$ cat config.mk
export PLATFORM = sky130hd
export DESIGN_NAME = gspe_ram
export DESIGN_NICKNAME = d
export VERILOG_FILES = /design/src/design/gspe_ram.sv
export SDC_FILE = /design/constraint.sdc
export NUM_CORES = 1
export LEC_CHECK = 0
export ABC_AREA = 0
export BUFFER_PORTS_ARGS = -buffer_cell sky130_fd_sc_hd__buf_2
export CAP_MARGIN = 20
export CORE_ASPECT_RATIO = 0.5
export CORE_MARGIN = 5
export CORE_UTILIZATION = 50
export DETAILED_ROUTE_END_ITERATION = 12
export PLACE_DENSITY = 0.67
export SYNTH_ARGS = -nofsm -noshare
export SYNTH_HDL_FRONTEND = slang
export SYNTH_SLANG_ARGS = --single-unit
$ cat constraint.sdc
create_clock -name clock -period 1.8 [get_ports clock]
set_input_delay 0.09 -clock clock [delete_from_list [all_inputs] [get_ports clock]]
set_output_delay 0.09 -clock clock [all_outputs]
set_load 0.03 [all_outputs]
$ cat src/design/gspe_ram.sv
`timescale 1ns / 1ps
// ----------------------------------------------------------------------------
// gspe_ram
// single port synchronous ram, one write or read per cycle, registered read
// ----------------------------------------------------------------------------
module gspe_ram #(
   parameter int unsigned WIDTH = 8,
   parameter int unsigned DEPTH = 16
) (
   input  logic                     clock,
   input  logic                     we,
   input  logic [$clog2(DEPTH)-1:0] addr,
   input  logic [WIDTH-1:0]         wdata,
   output logic [WIDTH-1:0]         rdata
);

   logic [WIDTH-1:0] mem [DEPTH];
   logic [WIDTH-1:0] rdata_ff;

   always_ff @(posedge clock) begin
      if (we) begin
         mem[addr] <= wdata;
      end
      rdata_ff <= mem[addr];
   end

   assign rdata = rdata_ff;

endmodule

* Yosys cells after proc, flatten, opt, wreduce, memory -nomap -nowiden *
Memory sizes are Yosys's and may differ from the RTL's. A register that Yosys moved wholly into a read port is not among the register bits.
Cells that the tools add are included.

word-level totals
  input port bits = 14
  register bits = 0
  memories = 1
  RAM bits = 128
  word-level logic and storage cells = 3

cells by class
  mux-type cells = 2

memories
  name  depth  width  rd ports  clocked after memory_dff  write ports  line  source
  mem   16     8      1         1                         1            17    logic [WIDTH-1:0] mem [DEPTH];

operators with widths
  operator  number
  $mux W1   2

* Longest topological paths before layout *
  word-level depth = 2
  mapped depth = 5
  mapped depth without buffers = 3

* Least setup slack after synthesis *
OpenSTA, ideal clock, no wires.

  path kind = input to register
  start = input addr[2]
  end = memory mem[0][0], enable pin
  data arrival time = 1.200 ns
  buffers on the path = 0
  stages = 2
  setup time = 0.383 ns
  slack = 0.217 ns
  cells stage by stage = or3b_2 > nor3_1

RTL lines
  item             line  source
  start, declared  12    input logic [$clog2(DEPTH)-1:0] addr,
  end, declared    17

No word-level cell before the write port.

==> impl_results.md <==
- Worst Path Max Fanout: 1
- Reg power frac: 0.469
- Worst setup EP type: flop
- Reg clk slew, reported paths: 60 ps
- WHS Path Cells: 1
- Final Max Tran Viols: 0
- TritonCTS clock tree: done
- Synth Cell Area: 5067 µm²
- IO Pins: 22
- Initial Util: 0.5041
- Sw Ratio: 0.1947
- Rel. slew slack: 0.5339
- Largest net degree at the start of global routing: 40
- Shortest period the worst path allows: between 1000 and 1500 ps
- WL/cell: between 20 and 25 µm
- Top cell type's share of synthesized area: 0.7585
- P_int: slightly above 6 mW
- FF/Latch Area: about 4000 µm²
- FILL cells: between 600 and 700
- Syn Nets: 244
- Worst-skew pair later-pin latency: 410 ps
- Critical path launch point: mem[0][7]
- Seq cells post-synth: between 100 and 150
- RSZ-0062 raised after global routing: false
- Cell Pwr Density: around 1200 nW/µm²
- Post-synthesis adder-cell area fraction: 0
- Outcome: completed
- Via density per instance: approximately 5.6
- R2R depth: 3
- Via count of the first global-routing pass: around 2500
- Most numerous cell in the Yosys netlist: edfxtp_1
- Antenna violations before repair: 0
- Synth cell types: 18
- # hold bufs at CTS: 0
- DRT iter0 DRCs: about 200
- Combinational Power Share: 0.050
- Syn Area/Cell: 22.03 µm²
- Switching power of the nets: ~1.5 mW
- Post-synth EDFFs: approximately 130
- Total Routed Length: 9.650 mm
- Synth Flop Type: edfxtp_1
- Layout area overhead: 21.04%
- Post-synthesis mux area share: 0.1422
- Largest family of logic cells by synthesized area: multiplexers
- CTS Buffer Depth: 2
- Die width: 152.4 µm
- Multi-input gate area: 1003 µm²
- Max Fclk: 0.7035 GHz
- Num CTS Buffers: 17
- Top cells by count, synth: edfxtp_1 (128), mux4_2 (32), a22oi_1 (16)
- CORE AREA: around 10000 µm²
- Final number of hold-violating endpoints: 0
- Final nets: approximately 300
- GP Congestion: approximately 0.73
- First-pass GRT wire length: roughly 15 mm
- Syn Inst Count: 230
- Diodes inserted: 0
- FFs w/ async S/R, synth: 0
- Cells resized by post-CTS repair: 0
- Via count: roughly 2400
- DP HPWL: ~6 mm
- Lkg Pwr: around 2.1 nW
- Root Driver: clkbuf_16
- Layout Skew: 7.481 ps
- Core Util, Final: 0.6102
- Peak supply drop: ~0.59 mV
- Post-Synth XOR/XNOR Area: 0
- Area contributors post-synth: edfxtp_1 (76%), mux4_2 (14%), dfxtp_1 (3.2%)
- Synth Area in Simple Gates: 0.03210
- Setup CP Type: flop to flop
- Setup_tns: 0 ps
- Setup Buffers After CTS: 0
- Critical hold path startpoint: wdata[6]
- Htree depth: 4
- Row count: 26
- Ys Warns: 0
- I/O Buffers: 21
- DRT antenna net count: 0
- Die Span Y: 81.19 µm
- Worst slew pin tran: 696.6 ps
- # setup viols final: 0
- Worst EP arrival: about 1700 ps
- Sink Count: approximately 140
- Clock share of power: 0.482
- Total gr overflow: 0
- Total GRT Usage: 0.1705
- Critical Path RT: approximately 2100 ps
- Max-capacitance violation count: 0
- Die area: roughly 12000 µm²
- Synth Area in Compound Gates: 0.02370
- Seq/Total Area, Yosys: 0.7901
- Final critical-path share of the clock period: 0.7897
- DR DRC count: 0
- FF-to-FF Start: mem[0][7]
- First-pass DRT Iterations: 4
- Hold Crit Class: input port to flop
- CP startpoint kind: flop
- Cell taking the most area after synthesis: edfxtp_1
- Layout cell share with drive strength beyond 1: 0.3670
-- state kept, by name (all words and copies together) (netlist names) --
signal and count:
mem 128, rdata 8
-- cell type report --
class                   instances  share of cell area
flip-flops and latches        136              0.6528
multi-input cells              83              0.1636
clock buffers                  17             0.06936
clock inverters                15             0.03386
well taps                     140             0.02856
repair buffers                 46             0.05182
-- kinds of logic (layout without fill, tap and decap cells) --
logic type / after synthesis / after routing
buffers and inverters: 11 / 78
AND/OR/NAND/NOR: 35 / 35
flip-flops: 136 / 136
AO/OA/AOI/OAI: 16 / 16
multiplexers: 32 / 32
-- power by group through the flow --
stage	Clock, mW	Combinational (mW)	Sequential, mW
2_1_floorplan	0	0.182	3.66
3_3_place_gp	0	0.370	3.62
3_5_place_dp	0	0.379	3.63
4_1_cts	3.72	0.380	3.56
5_1_grt	3.86	0.407	3.57
6_report	3.66	0.376	3.56
-- worst max-delay path, cell delays in order (launching register included) --
cell	delay (ps)
edfxtp_1	370
mux4_2	470
a22oi_1	350
nand2_1	110
-- cells in the final DEF, fill, tap and decap left out --
master,count
buf_12,2
clkinv_2,4
a22oi_1,16
nand3b_1,2
nor2b_1,2
clkbuf_16,17
nand2b_1,2
mux4_2,32
edfxtp_1,128
nor2_1,13
buf_4,23
nand3_1,1
clkinvlp_4,4
nor3_1,4
bufinv_16,5
clkinv_1,2
or3b_2,1
and2_1,1
buf_2,21
dfxtp_1,8
nand2_1,9
-- metrics by stage --
step	area [µm²]	hold WS [ps]	std cells	setup slack, ps	power [mW]
after detailed placement	5500	488.1	405	126.0	4.007
after CTS	6133	52.24	437	400.9	7.659
final	6133	61.27	437	378.6	7.601
after global routing	6133	64.59	437	283.5	7.835
after global placement	5500	476.3	405	159.9	3.993
after floorplan	5067	188.9	230	217.0	3.847
-- metal layers --
layer,routed length [µm],vias to the layer above,track usage
li1,-,1075,-
met5,0,-,0
met3,830,7,0.06173
met2,4367,98,0.2575
met4,86,0,0.05650
met1,4366,1250,0.2346
-- final timing paths --
check | to | slack, ps
setup / recovery | rdata[7] | 380
hold / removal | mem[12][6] | 60
setup reg to reg | rdata[7] | 380
hold reg to reg | rdata[3] | 660
(Power assumes the default switching activity.)
